$ cat src/hw/rtl/assert_macros.svh
// Assertion helpers; empty when SYNTH is defined.
`ifndef ASSERT_MACROS_SVH
`define ASSERT_MACROS_SVH
`ifndef SYNTH
`define ASSERT_PROP(lbl, clk, rst_n, prop) \
	lbl: assert property (@(posedge clk) disable iff (!rst_n) prop) \
		else $error("assertion failed");
`define ASSERT_NEVER(lbl, clk, rst_n, cond) \
	lbl: assert property (@(posedge clk) disable iff (!rst_n) !(cond)) \
		else $error("forbidden condition seen");
`else
`define ASSERT_PROP(lbl, clk, rst_n, prop)
`define ASSERT_NEVER(lbl, clk, rst_n, cond)
`endif
`endif

$ cat src/hw/rtl/bspf_ram.sv
`default_nettype none
module bspf_ram #(
	parameter int WIDTH  = 8,
	parameter int DEPTH  = 32,
	parameter int ADDR_W = $clog2(DEPTH)
) (
	input  logic              clk,
	input  logic              we,
	input  logic [ADDR_W-1:0] waddr,
	input  logic [WIDTH-1:0]  wdata,
	input  logic              re,
	input  logic [ADDR_W-1:0] raddr,
	output logic [WIDTH-1:0]  rdata
);

	logic [WIDTH-1:0] mem [DEPTH];

	always_ff @(posedge clk) begin
		if (we) begin
			mem[waddr] <= wdata;
		end
	end

	// Hold the read data while no read is issued.
	always_ff @(posedge clk) begin
		if (re) begin
			rdata <= mem[raddr];
		end
	end

endmodule
`default_nettype wire

$ cat config.mk
export PLATFORM = sky130hd
export DESIGN_NAME = bspf_ram
export DESIGN_NICKNAME = d
export VERILOG_FILES = /design/src/hw/rtl/assert_macros.svh /design/src/hw/rtl/bspf_ram.sv
export SDC_FILE = /design/constraint.sdc
export NUM_CORES = 1
export LEC_CHECK = 0
export BUFFER_PORTS_ARGS = -buffer_cell sky130_fd_sc_hd__buf_2
export CELL_PAD_IN_SITES_DETAIL_PLACEMENT = 1
export CELL_PAD_IN_SITES_GLOBAL_PLACEMENT = 1
export CORE_ASPECT_RATIO = 0.6
export CORE_MARGIN = 2
export CORE_UTILIZATION = 45
export CTS_CLUSTER_DIAMETER = 50
export CTS_CLUSTER_SIZE = 24
export DETAILED_ROUTE_END_ITERATION = 10
export GPL_ROUTABILITY_DRIVEN = 0
export PLACE_DENSITY = 0.69
export SLEW_MARGIN = 20
export SYNTH_ARGS = -nofsm -noshare
export SYNTH_HDL_FRONTEND = slang
export SYNTH_SLANG_ARGS = --single-unit
$ cat constraint.sdc
create_clock -name clk -period 3.1 [get_ports clk]
set_input_delay 0.155 -clock clk [delete_from_list [all_inputs] [get_ports clk]]
set_output_delay 0.155 -clock clk [all_outputs]
set_load 0.005 [all_outputs]
==> impl_metrics.env <==
export IMPL_outcome="completed"
export IMPL_synthDistinctLibCells=14
export IMPL_reg2reg_setup_slack_ns=1.13
export IMPL_cp_max_fo=1
export IMPL_fin_total_pwr_mw=6.72
export IMPL_achievable_frequency_mhz=507
export IMPL_grt_pass1_vias=4609
export IMPL_power_density_mw_per_mm2=603
export IMPL_final_min_period_ns=1.97
export IMPL_grt_max_degree=65
export IMPL_floorplan_initialDensity=0.459
export IMPL_synth_ff_latch_count=264
export IMPL_cts_reportedPaths_clkPinSlew_ns=0.09
export IMPL_cpPeakStageDelay_ns=0.55
export IMPL_fillCellCount=1915
export IMPL_hold_path_depth=1
export IMPL_detailedPlace_worstSlack_ns=0.648
export IMPL_die_h_microns=120
export IMPL_regToRegEndpoint="rdata[2]"
export IMPL_layout_core_utilization=0.505
export IMPL_pin_count=29
export IMPL_grtUsageTotal=0.197
export IMPL_rsz0062_at_grt="no"
export IMPL_reg2reg_depth=3
export IMPL_syn_area_per_cell_sq_um=24.3
export IMPL_first_pass_iters=5
export IMPL_clock_skew_ns=0.0173
export IMPL_setup_tns_final_ns=0
export IMPL_globalRouteOverflowTotal=0
export IMPL_synth_warning_count=0
export IMPL_cts_resized=0
export IMPL_detail_route_iter0_violations=414
export IMPL_layout_cell_area_non_filler_sq_mm=0.0111
export IMPL_crit_path_cell_trace="mux4_2 > mux4_2 > mux2_2"
export IMPL_max_cap_violations=0
export IMPL_setup_ws_ns=1.13
export IMPL_worst_skew_pair_late_latency_ns=0.49
export IMPL_drt_wl_cell_microns=29.8
export IMPL_syn_std_cell_area_sq_mm=0.0101
export IMPL_layout_common_cells="sky130_fd_sc_hd__edfxtp_1, sky130_fd_sc_hd__mux4_2, sky130_fd_sc_hd__nor2_1"
export IMPL_numClockSinks=264
export IMPL_num_rows=42
export IMPL_critical_path_required_ns=3.33
export IMPL_netlist_instances=417
export IMPL_holdCritStartpoint="re"
export IMPL_first_pass_grt_wire_length_microns=32900
export IMPL_placed_cells_incl_taps=716
export IMPL_design_die_area_sq_mm=0.0238
export IMPL_holdCritPathClass="in -> reg"
export IMPL_buffer_ports_inserted=28
export IMPL_holdWs_ns=0.0461
export IMPL_reg2reg_from="mem[31][2]"
export IMPL_area_growth_syn_to_layout_pct=10.0
export IMPL_critPathCaptureType="register"
export IMPL_cts_buffers=17
export IMPL_initial_antenna_violation_count=4
export IMPL_final_hold_violation_count=0
export IMPL_vdd_ir_drop_worst_mv=0.357
export IMPL_worst_path_most_repeated_cell="sky130_fd_sc_hd__mux4_2"
export IMPL_finalNetCount=470
export IMPL_dp_hpwl_microns=14100
export IMPL_tightest_slew_ns=0.867
export IMPL_mostFrequentLayoutCell="sky130_fd_sc_hd__edfxtp_1"
export IMPL_cts_stage_hold_buffer_count=0
export IMPL_crit_path_start_kind="register"
export IMPL_cp_arrival_ns=2.21
export IMPL_report_final_slew_viol_count=0
export IMPL_horiz_die_dim_microns=198
export IMPL_place_area_sq_mm=0.0106
export IMPL_synth_sequential_area_ratio=0.782
export IMPL_drc=0
export IMPL_clockBufferDepth=3
export IMPL_antenna_violating_nets_post_route=0
export IMPL_drive_above_1_share=0.328
export IMPL_setup_worst_path_class="reg -> reg"
export IMPL_post_drt_via_cell_ratio=5.94
export IMPL_final_cell_count_no_fill=743
export IMPL_cpMaxStageDelayCell="sky130_fd_sc_hd__mux4_2"
export IMPL_cellLeakagePower_nw=3.39
export IMPL_timing_max_slew_rel_slack=0.420
export IMPL_drt_total_wl_microns=22100
export IMPL_diodes=0
export IMPL_cts_max_level=1
export IMPL_setup_violations_final=0
export IMPL_period_share=0.636
export IMPL_synth_net_count=438
export IMPL_ctsRootBufferMaster="sky130_fd_sc_hd__clkbuf_16"
export IMPL_cts_setup_buffers=0
export IMPL_detailroute_via_count=4412
export IMPL_cts_tree="done"
export IMPL_min_delay_worst_endpoint="rdata[4]"
export IMPL_core_sq_mm=0.0221
registers in the layout, summed over array words and instances (netlist names):
name and count:
mem 256, rdata 8
layout make-up:
cell class	count	area (sq um)	area share
repair buffers	33	218	0.0195
well taps	286	358	0.0321
multi-input cells	133	2100	0.188
clock inverters	10	120	0.0108
clock buffers	17	425	0.0382
flip-flops and latches	264	7930	0.711
worst max-delay path, delay by kind of cell (launching register included):
family / cells / cell delay (ns)
flops: 1 / 0.36
mux: 3 / 1.35
layer usage:
layer,GRT usage,vias to the layer above,part of all wire
met5,0,-,0
met1,0.329,2374,0.47
li1,-,1838,-
met4,0.0263,0,0.012
met2,0.281,183,0.44
met3,0.0324,17,0.080
worst max path at each step:
stage	from	endpoint	cells after the start
6_report	mem[31][2]	rdata[2]	3
3_3_place_gp	raddr[0]	rdata[2]	5
4_1_cts	mem[31][7]	rdata[7]	3
2_1_floorplan	raddr[2]	rdata[0]	5
3_5_place_dp	raddr[0]	rdata[2]	5
5_1_grt	raddr[0]	rdata[2]	5
cells in the mapped netlist:
| cell | n | area [sq um] |
|---|---|---|
| sky130_fd_sc_hd__buf_6 | 1 | 11.3 |
| sky130_fd_sc_hd__nand3b_1 | 5 | 37.5 |
| sky130_fd_sc_hd__or3_1 | 1 | 6.26 |
| sky130_fd_sc_hd__buf_2 | 1 | 5.00 |
| sky130_fd_sc_hd__nand3_1 | 2 | 10.0 |
| sky130_fd_sc_hd__nor2_1 | 33 | 124 |
| sky130_fd_sc_hd__mux2_2 | 8 | 90.1 |
| sky130_fd_sc_hd__mux4_2 | 80 | 1800 |
| sky130_fd_sc_hd__or3b_2 | 3 | 26.3 |
| sky130_fd_sc_hd__buf_4 | 6 | 45.0 |
| sky130_fd_sc_hd__clkbuf_1 | 6 | 22.5 |
| sky130_fd_sc_hd__nand2_1 | 1 | 3.75 |
| sky130_fd_sc_hd__edfxtp_1 | 264 | 7930 |
| sky130_fd_sc_hd__buf_1 | 6 | 22.5 |
report_power, final:
part           total (mW)  leakage, nW  switching (mW)  internal [mW]
clock                2.34        0.265            1.21           1.13
sequential           4.00         2.38          0.0179           3.98
combinational       0.382        0.742           0.221          0.160
total                6.72         3.39            1.45           5.27
kinds of logic after synthesis:
| kind of cell | count (synthesis) | synth area share |
|---|---|---|
| buffers and inverters | 20 | 0.0105 |
| DFF | 264 | 0.782 |
| muxes | 88 | 0.187 |
| and+or+nand+nor | 45 | 0.0205 |
Power figures use the tool's default switching activity.
